### src/sv/mftp_pkg.sv
// Package: shared types, constants and helper functions of the MIDI track parser.
`timescale 1ns / 1ps
package mftp_pkg;

    localparam logic [23:0] TEMPO_DEFAULT = 24'd500000;
    localparam logic [14:0] TPQ_DEFAULT   = 15'd480;
    localparam int          PADDR_W       = 3;
    localparam logic [PADDR_W-1:0] ADDR_TPQ = '0;

    localparam logic [3:0] KIND_SYSEX = 4'd7;
    localparam logic [3:0] KIND_META  = 4'd8;
    localparam logic [3:0] KIND_BEND  = 4'd6;

    localparam logic [2:0] ERR_NONE     = 3'd0;
    localparam logic [2:0] ERR_TAG      = 3'd1;
    localparam logic [2:0] ERR_STATUS   = 3'd2;
    localparam logic [2:0] ERR_NO_RS    = 3'd3;
    localparam logic [2:0] ERR_META_LEN = 3'd4;
    localparam logic [2:0] ERR_KEY_SMPTE = 3'd5;

    localparam logic [7:0] META_TEMPO = 8'h51;
    localparam logic [7:0] META_SMPTE = 8'h54;
    localparam logic [7:0] META_KEY   = 8'h59;

    typedef enum logic [4:0] {
        PH_TAG0, PH_TAG1, PH_TAG2, PH_TAG3,
        PH_LEN0, PH_LEN1, PH_LEN2, PH_LEN3,
        PH_DELTA, PH_STATUS, PH_DATA2, PH_SYSLEN, PH_SYSPAY,
        PH_METATYPE, PH_METALEN, PH_METAPAY, PH_DATA1
    } phase_t;

    typedef enum logic [0:0] {
        ST_IDLE, ST_TIME
    } top_state_t;

    typedef enum logic [1:0] {
        TU_IDLE, TU_MUL, TU_DIV
    } tu_state_t;

    function automatic logic [7:0] tag_byte(input logic [1:0] idx);
        logic [7:0] r;
        unique case (idx)
            2'd0: r = 8'h4D;
            2'd1: r = 8'h54;
            2'd2: r = 8'h72;
            default: r = 8'h6B;
        endcase
        return r;
    endfunction

    // {fixed, length}
    function automatic logic [3:0] fixed_meta_len(input logic [7:0] mtype);
        logic [3:0] r;
        unique case (mtype)
            8'h00: r = {1'b1, 3'd2};
            8'h20: r = {1'b1, 3'd1};
            8'h21: r = {1'b1, 3'd1};
            8'h2F: r = {1'b1, 3'd0};
            8'h51: r = {1'b1, 3'd3};
            8'h54: r = {1'b1, 3'd5};
            8'h58: r = {1'b1, 3'd4};
            8'h59: r = {1'b1, 3'd2};
            default: r = 4'd0;
        endcase
        return r;
    endfunction

endpackage

### src/sv/midi_file_track_parser_top.sv
// Top level: byte-serial MIDI track chunk parser with APB time base register.
//
// Input channel s_*: one track byte per item, s_tuser marks the first byte of a new
// file (clears total time, tempo and running status before the byte).
// Output channel m_*: one event record per completed channel, sysex or meta event,
// or one error record; m_tuser carries the event kind, m_tlast marks track end.
// Timing: the record of a byte is registered and shows the next cycle after the byte is taken.
// A byte that ends a delta time starts a 28-step shift-add multiply
// of tempo by delta and a 52-step restoring divide by ticks_per_quarter*1000, both on
// one shared adder in mftp_time_unit; the next byte waits until both are done.
// s_tready is low while the time unit runs and while a record waits in the output
// register; a stalled receiver therefore holds the input side.
// Reset (aresetn low, synchronous) returns to tag search with tempo 500000, time
// base 480, zero times and no error. An error is sticky until reset.
// Register ticks_per_quarter lies at APB address 0.
`timescale 1ns / 1ps
module midi_file_track_parser_top (
    input  logic                          aclk,
    input  logic                          aresetn,
    input  logic                          s_tvalid,
    output logic                          s_tready,
    input  logic [7:0]                    s_tdata,   // in_byte
    input  logic                          s_tuser,   // new_file
    output logic                          m_tvalid,
    input  logic                          m_tready,
    // channel[3:0], first_data[11:4], event_value[51:12], delta_ticks[79:52],
    // track_time_ms[111:80], total_time_ms[143:112], error_code[146:144], zero pad
    output logic [151:0]                  m_tdata,
    output logic [3:0]                    m_tuser,   // event_kind
    output logic                          m_tlast,   // track_done
    input  logic                          psel,
    input  logic                          penable,
    input  logic                          pwrite,
    input  logic [mftp_pkg::PADDR_W-1:0]  paddr,
    input  logic [31:0]                   pwdata,
    output logic [31:0]                   prdata,
    output logic                          pready
);
    import mftp_pkg::*;

    top_state_t  state_reg, state_next;
    phase_t      phase_reg, phase_next;
    logic [31:0] bcnt_reg, bcnt_next;
    logic [31:0] clen_reg, clen_next;
    logic [7:0]  rs_reg, rs_next;
    logic [27:0] vlq_reg, vlq_next;
    logic [27:0] hdelta_reg, hdelta_next;
    logic [27:0] pcnt_reg, pcnt_next;
    logic [39:0] pacc_reg, pacc_next;
    logic [7:0]  hfb_reg, hfb_next;
    logic [23:0] tempo_reg, tempo_next;
    logic [31:0] track_reg, track_next;
    logic [31:0] total_reg, total_next;
    logic [2:0]  err_reg, err_next;
    logic [14:0] tpq_reg;
    logic        mvalid_reg, mvalid_next;
    logic [151:0] mdata_reg, mdata_next;
    logic [3:0]  mkind_reg, mkind_next;
    logic        mlast_reg, mlast_next;

    logic        accept;
    logic [7:0]  b;
    logic [27:0] vlq_new;
    logic        vlq_end;
    logic [3:0]  flen;
    logic        fin, fail, meta_fin, tu_start;
    logic [3:0]  f_kind, f_ch;
    logic [7:0]  f_fd;
    logic [39:0] f_val, m_val;
    logic [2:0]  f_err;
    logic        done_flag;
    logic [3:0]  rs_hi;
    logic [39:0] pacc_shift;
    logic [14:0] tb;
    logic [24:0] divisor;
    logic        tu_done;
    logic [51:0] tu_quot;
    logic [32:0] track_sum;

    assign accept   = s_tvalid && s_tready;
    assign s_tready = (state_reg == ST_IDLE) && !mvalid_reg;
    assign b        = s_tdata;
    assign vlq_new  = {vlq_reg[20:0], b[6:0]};
    assign vlq_end  = !b[7];
    assign rs_hi    = rs_next[7:4];
    assign pacc_shift = {pacc_reg[31:0], b};
    assign tb       = (tpq_reg == 15'd0) ? 15'd1 : tpq_reg;
    assign divisor  = ({10'd0, tb} << 10) - ({10'd0, tb} << 4) - ({10'd0, tb} << 3);
    assign track_sum = {1'b0, track_reg} + {1'b0, tu_quot[31:0]};

    mftp_time_unit u_time (
        .aclk     (aclk),
        .aresetn  (aresetn),
        .start    (tu_start),
        .tempo    (tempo_next),
        .delta    (vlq_new),
        .divisor  (divisor),
        .done     (tu_done),
        .quotient (tu_quot)
    );

    assign pready = 1'b1;
    assign prdata = (paddr == ADDR_TPQ) ? {17'd0, tpq_reg} : 32'd0;

    always_ff @(posedge aclk) begin
        if (!aresetn) begin
            tpq_reg <= TPQ_DEFAULT;
        end else if (psel && penable && pwrite && paddr == ADDR_TPQ) begin
            tpq_reg <= pwdata[14:0];
        end
    end

    always_ff @(posedge aclk) begin
        if (!aresetn) begin
            state_reg  <= ST_IDLE;
            phase_reg  <= PH_TAG0;
            bcnt_reg   <= '0;
            clen_reg   <= '0;
            rs_reg     <= '0;
            vlq_reg    <= '0;
            hdelta_reg <= '0;
            pcnt_reg   <= '0;
            pacc_reg   <= '0;
            hfb_reg    <= '0;
            tempo_reg  <= TEMPO_DEFAULT;
            track_reg  <= '0;
            total_reg  <= '0;
            err_reg    <= ERR_NONE;
            mvalid_reg <= 1'b0;
        end else begin
            state_reg  <= state_next;
            phase_reg  <= phase_next;
            bcnt_reg   <= bcnt_next;
            clen_reg   <= clen_next;
            rs_reg     <= rs_next;
            vlq_reg    <= vlq_next;
            hdelta_reg <= hdelta_next;
            pcnt_reg   <= pcnt_next;
            pacc_reg   <= pacc_next;
            hfb_reg    <= hfb_next;
            tempo_reg  <= tempo_next;
            track_reg  <= track_next;
            total_reg  <= total_next;
            err_reg    <= err_next;
            mvalid_reg <= mvalid_next;
        end
        mdata_reg <= mdata_next;
        mkind_reg <= mkind_next;
        mlast_reg <= mlast_next;
    end

    always_comb begin
        state_next  = state_reg;
        phase_next  = phase_reg;
        bcnt_next   = bcnt_reg;
        clen_next   = clen_reg;
        rs_next     = rs_reg;
        vlq_next    = vlq_reg;
        hdelta_next = hdelta_reg;
        pcnt_next   = pcnt_reg;
        pacc_next   = pacc_reg;
        hfb_next    = hfb_reg;
        tempo_next  = tempo_reg;
        track_next  = track_reg;
        total_next  = total_reg;
        err_next    = err_reg;
        mvalid_next = mvalid_reg && !m_tready;
        mdata_next  = mdata_reg;
        mkind_next  = mkind_reg;
        mlast_next  = mlast_reg;
        fin = 1'b0;
        fail = 1'b0;
        meta_fin = 1'b0;
        tu_start = 1'b0;
        f_kind = '0;
        f_ch = '0;
        f_fd = '0;
        f_val = '0;
        f_err = ERR_NONE;
        m_val = '0;
        done_flag = 1'b0;
        flen = fixed_meta_len(hfb_reg);

        if (state_reg == ST_TIME && tu_done) begin
            track_next = (|tu_quot[51:32] || track_sum[32]) ? 32'hFFFF_FFFF
                                                             : track_sum[31:0];
            state_next = ST_IDLE;
        end

        if (accept) begin
            if (s_tuser) begin
                total_next = '0;
                tempo_next = TEMPO_DEFAULT;
                rs_next    = '0;
            end
            if (err_reg == ERR_NONE) begin
                if (phase_reg == PH_TAG0 || phase_reg == PH_TAG1 ||
                    phase_reg == PH_TAG2 || phase_reg == PH_TAG3) begin
                    if (b != tag_byte(phase_reg[1:0])) begin
                        fail  = 1'b1;
                        f_err = ERR_TAG;
                    end else begin
                        if (phase_reg == PH_TAG3) clen_next = '0;
                        phase_next = phase_t'(phase_reg + 5'd1);
                    end
                end else if (phase_reg == PH_LEN0 || phase_reg == PH_LEN1 ||
                             phase_reg == PH_LEN2 || phase_reg == PH_LEN3) begin
                    clen_next = {clen_reg[23:0], b};
                    if (phase_reg == PH_LEN3) begin
                        bcnt_next  = '0;
                        track_next = '0;
                        vlq_next   = '0;
                        phase_next = (clen_next != 32'd0) ? PH_DELTA : PH_TAG0;
                    end else begin
                        phase_next = phase_t'(phase_reg + 5'd1);
                    end
                end else begin
                    if (bcnt_reg != 32'hFFFF_FFFF) bcnt_next = bcnt_reg + 32'd1;
                    unique case (phase_reg)
                        PH_DELTA: begin
                            vlq_next = vlq_new;
                            if (vlq_end) begin
                                hdelta_next = vlq_new;
                                vlq_next    = '0;
                                tu_start    = 1'b1;
                                state_next  = ST_TIME;
                                phase_next  = PH_STATUS;
                            end
                        end
                        PH_STATUS: begin
                            if (b[7]) begin
                                if (b < 8'hF0) begin
                                    rs_next    = b;
                                    hfb_next   = '0;
                                    phase_next = PH_DATA1;
                                end else if (b == 8'hF0 || b == 8'hF7) begin
                                    rs_next    = '0;
                                    hfb_next   = b;
                                    vlq_next   = '0;
                                    phase_next = PH_SYSLEN;
                                end else if (b == 8'hFF) begin
                                    rs_next    = '0;
                                    phase_next = PH_METATYPE;
                                end else begin
                                    fail  = 1'b1;
                                    f_err = ERR_STATUS;
                                end
                            end else if (rs_next == 8'd0) begin
                                fail  = 1'b1;
                                f_err = ERR_NO_RS;
                            end else begin
                                hfb_next = b;
                                if (rs_hi == 4'hC || rs_hi == 4'hD) begin
                                    fin    = 1'b1;
                                    f_kind = rs_hi - 4'd8;
                                    f_ch   = rs_next[3:0];
                                    f_fd   = b;
                                end else begin
                                    phase_next = PH_DATA2;
                                end
                            end
                        end
                        PH_DATA1: begin
                            hfb_next = b;
                            if (rs_hi == 4'hC || rs_hi == 4'hD) begin
                                fin    = 1'b1;
                                f_kind = rs_hi - 4'd8;
                                f_ch   = rs_next[3:0];
                                f_fd   = b;
                            end else begin
                                phase_next = PH_DATA2;
                            end
                        end
                        PH_DATA2: begin
                            fin    = 1'b1;
                            f_kind = rs_hi - 4'd8;
                            f_ch   = rs_next[3:0];
                            f_fd   = hfb_reg;
                            f_val  = (f_kind == KIND_BEND)
                                   ? {26'd0, b[6:0], hfb_reg[6:0]} : {32'd0, b};
                        end
                        PH_SYSLEN: begin
                            vlq_next = vlq_new;
                            if (vlq_end) begin
                                pcnt_next = vlq_new;
                                pacc_next = {12'd0, vlq_new};
                                vlq_next  = '0;
                                if (vlq_new == 28'd0) begin
                                    fin    = 1'b1;
                                    f_kind = KIND_SYSEX;
                                    f_ch   = hfb_reg[3:0];
                                end else begin
                                    phase_next = PH_SYSPAY;
                                end
                            end
                        end
                        PH_SYSPAY: begin
                            pcnt_next = pcnt_reg - 28'd1;
                            if (pcnt_next == 28'd0) begin
                                fin    = 1'b1;
                                f_kind = KIND_SYSEX;
                                f_ch   = hfb_reg[3:0];
                                f_val  = pacc_reg;
                            end
                        end
                        PH_METATYPE: begin
                            hfb_next   = b;
                            vlq_next   = '0;
                            phase_next = PH_METALEN;
                        end
                        PH_METALEN: begin
                            vlq_next = vlq_new;
                            if (vlq_end) begin
                                pcnt_next = vlq_new;
                                vlq_next  = '0;
                                if (flen[3] && vlq_new != {25'd0, flen[2:0]}) begin
                                    fail  = 1'b1;
                                    f_err = ERR_META_LEN;
                                end else begin
                                    pacc_next = flen[3] ? 40'd0 : {12'd0, vlq_new};
                                    if (vlq_new == 28'd0) begin
                                        meta_fin = 1'b1;
                                        m_val    = pacc_next;
                                    end else begin
                                        phase_next = PH_METAPAY;
                                    end
                                end
                            end
                        end
                        PH_METAPAY: begin
                            if (flen[3]) pacc_next = pacc_shift;
                            pcnt_next = pcnt_reg - 28'd1;
                            if (pcnt_next == 28'd0) begin
                                meta_fin = 1'b1;
                                m_val    = pacc_next;
                            end
                        end
                        default: phase_next = PH_TAG0;
                    endcase
                end

                if (meta_fin) begin
                    if (hfb_reg == META_TEMPO) tempo_next = m_val[23:0];
                    if ((hfb_reg == META_KEY && m_val[7:0] > 8'd1) ||
                        (hfb_reg == META_SMPTE && m_val[39])) begin
                        fail  = 1'b1;
                        f_err = ERR_KEY_SMPTE;
                    end else begin
                        fin    = 1'b1;
                        f_kind = KIND_META;
                        f_ch   = 4'hF;
                        f_fd   = hfb_reg;
                        f_val  = m_val;
                    end
                end

                if (fail) begin
                    err_next    = f_err;
                    mvalid_next = 1'b1;
                    mkind_next  = '0;
                    mlast_next  = 1'b0;
                    mdata_next  = {5'd0, f_err, total_next, track_reg, 28'd0, 40'd0,
                                   8'd0, 4'd0};
                end else if (fin) begin
                    done_flag = (bcnt_next >= clen_reg);
                    if (done_flag) begin
                        if (track_reg > total_next) total_next = track_reg;
                        phase_next = PH_TAG0;
                    end else begin
                        phase_next = PH_DELTA;
                    end
                    vlq_next    = '0;
                    mvalid_next = 1'b1;
                    mkind_next  = f_kind;
                    mlast_next  = done_flag;
                    mdata_next  = {5'd0, ERR_NONE, total_next, track_reg, hdelta_reg,
                                   f_val, f_fd, f_ch};
                end
            end
        end
    end

    assign m_tvalid = mvalid_reg;
    assign m_tdata  = mdata_reg;
    assign m_tuser  = mkind_reg;
    assign m_tlast  = mlast_reg;

endmodule

### src/sv/mftp_time_unit.sv
// Serial multiply of tempo by delta and divide by the time base times 1000 on one adder.
`timescale 1ns / 1ps
module mftp_time_unit (
    input  logic        aclk,
    input  logic        aresetn,
    input  logic        start,
    input  logic [23:0] tempo,
    input  logic [27:0] delta,
    input  logic [24:0] divisor,
    output logic        done,
    output logic [51:0] quotient
);
    import mftp_pkg::*;

    tu_state_t   state_reg, state_next;
    logic [5:0]  cnt_reg, cnt_next;
    logic [51:0] pd_reg, pd_next;
    logic [25:0] rem_reg, rem_next;
    logic [23:0] tempo_reg, tempo_next;
    logic [24:0] div_reg, div_next;
    logic        done_reg, done_next;
    logic [25:0] add_a, add_b;
    logic        add_sub;
    logic [26:0] sum;

    always_ff @(posedge aclk) begin
        if (!aresetn) begin
            state_reg <= TU_IDLE;
            done_reg  <= 1'b0;
        end else begin
            state_reg <= state_next;
            done_reg  <= done_next;
        end
        cnt_reg   <= cnt_next;
        pd_reg    <= pd_next;
        rem_reg   <= rem_next;
        tempo_reg <= tempo_next;
        div_reg   <= div_next;
    end

    assign sum = {1'b0, add_a} + {1'b0, (add_sub ? ~add_b : add_b)} + {26'd0, add_sub};

    always_comb begin
        state_next = state_reg;
        cnt_next   = cnt_reg;
        pd_next    = pd_reg;
        rem_next   = rem_reg;
        tempo_next = tempo_reg;
        div_next   = div_reg;
        done_next  = 1'b0;
        add_a      = {2'b0, pd_reg[51:28]};
        add_b      = {2'b0, tempo_reg};
        add_sub    = 1'b0;
        unique case (state_reg)
            TU_IDLE: begin
                if (start) begin
                    pd_next    = {24'd0, delta};
                    tempo_next = tempo;
                    div_next   = divisor;
                    cnt_next   = '0;
                    state_next = TU_MUL;
                end
            end
            TU_MUL: begin
                if (pd_reg[0]) begin
                    pd_next = {sum[24:0], pd_reg[27:1]};
                end else begin
                    pd_next = {1'b0, pd_reg[51:28], pd_reg[27:1]};
                end
                cnt_next = cnt_reg + 6'd1;
                if (cnt_reg == 6'd27) begin
                    cnt_next   = '0;
                    rem_next   = '0;
                    state_next = TU_DIV;
                end
            end
            TU_DIV: begin
                add_a   = {rem_reg[24:0], pd_reg[51]};
                add_b   = {1'b0, div_reg};
                add_sub = 1'b1;
                rem_next = sum[26] ? sum[25:0] : add_a;
                pd_next  = {pd_reg[50:0], sum[26]};
                cnt_next = cnt_reg + 6'd1;
                if (cnt_reg == 6'd51) begin
                    done_next  = 1'b1;
                    state_next = TU_IDLE;
                end
            end
            default: state_next = TU_IDLE;
        endcase
    end

    assign done     = done_reg;
    assign quotient = pd_reg;

endmodule
### config.mk
export PLATFORM = sky130hd
export DESIGN_NAME = midi_file_track_parser_top
export DESIGN_NICKNAME = d
export VERILOG_FILES = /design/src/sv/mftp_pkg.sv /design/src/sv/midi_file_track_parser_top.sv /design/src/sv/mftp_time_unit.sv
export SDC_FILE = /design/constraint.sdc
export NUM_CORES = 2
export LEC_CHECK = 0
export ABC_AREA = 1
export BUFFER_PORTS_ARGS = -buffer_cell sky130_fd_sc_hd__buf_4
export CORE_AREA = 8 8 353 355
export CTS_BUF_LIST = sky130_fd_sc_hd__clkbuf_8
export DETAILED_ROUTE_END_ITERATION = 10
export DIE_AREA = 0 0 361 363
export PLACE_DENSITY_LB_ADDON = 0.2
export SLEW_MARGIN = 15
export SYNTH_ARGS = -nofsm -noshare
export SYNTH_HDL_FRONTEND = slang
export SYNTH_SLANG_ARGS = --single-unit
### constraint.sdc
create_clock -name aclk -period 12.6 [get_ports aclk]
set_input_delay 0.63 -clock aclk [delete_from_list [all_inputs] [get_ports aclk]]
set_output_delay 0.63 -clock aclk [all_outputs]
set_load 0.05 [all_outputs]
==> out/qor.csv <==
stage;metric;value;unit
timing;grt_setup_unrepaired;false;
critical_path;required_time_of_the_critical_path;13170;ps
timing;finalClockSkew;56.6;ps
timing;fin_crit;6390;ps
yosys;dominantRegCellSynth;dfxtp_1;
clock_network;worst_skew_pair.late_latency;790;ps
grt;grt_pass1_vias;31100;
die;die-height;363;um
grt;gr-total-overflow;0;
yosys;netlist-cell-type-count;71;
route;detailedRoute.firstIterationViolations;2613;
layout;layout.cell_area.non_filler;40400;um^2
grt;antenna_found_initial;9;
critical_path;critPathMaxFanout;40;
layout;mostFrequentLayoutCells;nand2_1 (846), inv_1 (593), a21oi_1 (493);
die;fp.dieW;361;um
timing;timing.slew.headroom;21.4;%
yosys;synthesis.area_per_instance;7.55;um^2
layout;final-instance-count-excl-fill;6445;
die;initial_standard_cell_utilization_of_the_core;29.8;%
yosys;synth_enable_flop_cells;281;
clock_network;cts_tree;yes;
critical_path;worstSetupEndpointType;flop;
timing;fin_tns_setup;0;ps
route;routedWlPerCell;19.1;um
die;boundaryPins;243;
die;die-area;131000;um^2
yosys;synth_largest_type_area_fraction;23.8;%
yosys;post-synth-top-area-cell;edfxtp_1;
outcome;outcome;complete, no violations;
critical_path;path_common_cell;nand2_1;
critical_path;critPathSlowestCell;clkinv_1;
route;drt-vias-per-instance;5.07;
timing;final-setup-viol-count;0;
timing;worst-slew-pin-transition;1180;ps
layout;final_nets;5031;
critical_path;worstSetupPathType;reg -> reg;
placement;place_worst_setup_slack;6480;ps
clock_network;htreeDepth;3;
layout;largest_register_ff_count;147;
clock_network;num_cts_buffers;112;
placement;dp.cells;6238;
timing;worst_slack;6210;ps
critical_path;timing.critical_path.slowest_cell_delay;790;ps
yosys;synth-warning-count;0;
job;drv_cap;0;
grt;grt_pass1_wl;187000;um
clock_network;cts_root_buf;clkbuf_8;
critical_path;crit_arrival;6960;ps
layout;commonest_non_fill_non_tap_cell_in_the_layout;nand2_1;
power_and_ir_drop;static_leakage;16.1;nW
critical_path;timing.critical_path.from_type;flop;
placement;hpwlAfterDp;85700;um
hold_path;hold_class;in -> reg;
layout;layout-area-overhead-vs-synth;14.1;%
grt;globalRouteTotalUtil;17.9;%
timing;finalMaxSlewViolations;0;
power_and_ir_drop;power;9.08;mW
clock_network;cts_max_path_buffers;3;
timing;period_utilization_post_route;50.7;%
yosys;share_of_synthesized_registers_carrying_an_async_set_or_reset;0;%
yosys;yosys-top-cells-area;edfxtp_1 (24%), dfxtp_1 (18%), nand2_1 (9.0%), a21oi_1 (7.0%), o21ai_0 (6.5%);
placement;io_buffers;202;
clock_network;clock_sink_count;594;
power_and_ir_drop;cellPowerDensity;225;nW/um^2
yosys;netlist_instances;4689;
layout;layout-drive-gt1-share;10.1;%
route;routed-via-count;32700;
clock_network;ctsResizeCount;0;
layout;fill_cells;12700;
clock_network;worst_setup_hold_path_clk_slew;60;ps
yosys;synth.yosys.seq_area_share;41.5;%
placement;place_area;38200;um^2
route;drc;0;
route;detail-route-antenna-nets;0;
grt;pin_count_of_the_biggest_net_entering_global_routing;83;
die;fp.coreArea;119000;um^2
placement;globalplace.congestion;0.889;
power_and_ir_drop;peakVddDrop;0.263;mV
critical_path;timing.reg2reg.setup_slack;6210;ps
yosys;synth.ff_latch_count;594;
route;first_pass_iters;6;
die;rows;127;
timing;final_hold_viol_count;0;
route;routed_wirelength;123000;um
yosys;netlist_area;35400;um^2
timing;clock.fmax;0.156;GHz
through the flow:
stage / hold WS, ps / util [%]
after detailed placement: 455 / 32.1
after floorplan: 430 / -
after global routing: 134 / 34.0
after global placement: 449 / 32.1
final: 143 / 34.0
after CTS: 36.4 / 33.9
where the power goes:
| part | switching, mW | internal [mW] |
|---|---|---|
| clock network | 0.876 | 0.953 |
| logic | 3.20 | 1.10 |
| registers | 0.262 | 2.69 |
worst paths after layout:
kind | cells past startpoint | to | start
setup / recovery | 33 | m_tdata[119] | bcnt_reg[0]
hold / removal | 3 | tpq_reg[14] | pwdata[14]
setup reg to reg | 33 | m_tdata[119] | bcnt_reg[0]
hold reg to reg | 2 | err_reg[1] | err_reg[1]
repair_timing:
action,CTS,global route
hold buffers,4,0
endpoints found under the hold margin,4,0
setup buffers,0,0
worst max-delay path: cells and delay by family (launching register included):
family | cells | cell delay (ps)
AOI/OAI and AO/OA | 5 | 1110
adders and majority gates | 2 | 460
buffers and inverters | 5 | 1320
DFF | 1 | 370
muxes | 1 | 220
and+or+nand+nor | 20 | 2700
cell usage after synthesis (11+ instances only):
cell and number:
o21a_1 20, a31oi_1 78, buf_1 19, buf_4 29, a21boi_0 11, a21oi_1 497, nor3_1 61, nand4_1 67
dfxtp_1 313, xnor2_1 30, nand2_2 17, inv_2 18, nor2_2 14, nand3_1 192, o211ai_1 24, xor2_1 46
ha_1 161, clkbuf_1 188, or2_2 18, o22ai_1 34, nor4_1 21, buf_2 28, a211oi_1 50, o21ai_0 461
a22oi_1 47, nor2_1 435, inv_1 546, nand2_1 848, o21ai_1 26, edfxtp_1 281
cell families (layout without fill, tap and decap cells):
group,count (synthesis),in the layout,synth area share (%)
AO/OA/AOI/OAI,1303,1303,20.5
flip-flops,594,594,41.5
other,2,27,0.0212
XOR/XNOR,76,76,1.88
buffers and inverters,840,1023,9.36
AND/OR/NAND/NOR,1700,1700,20.4
adder cells (fa/ha/maj),171,171,6.25
multiplexers,3,3,0.0848
final cells by class:
class	count	area, um^2	area share [%]
multi-input cells	3276	17600	43.5
diodes	4	10.0	0.0248
well taps	1548	1940	4.79
flip-flops and latches	594	14700	36.4
clock buffers	123	1690	4.19
inverters	574	2170	5.36
clock inverters	75	414	1.02
repair buffers	251	1910	4.74
routing by layer:
metal,track usage [%],share of wire [%],up-vias
li1,-,-,16200
met3,2.58,5.7,187
met5,0,0,-
met2,29.9,47,902
met4,5.35,2.6,0
met1,23.9,45,15400
No activity file was read; power rests on OpenSTA's default activity.
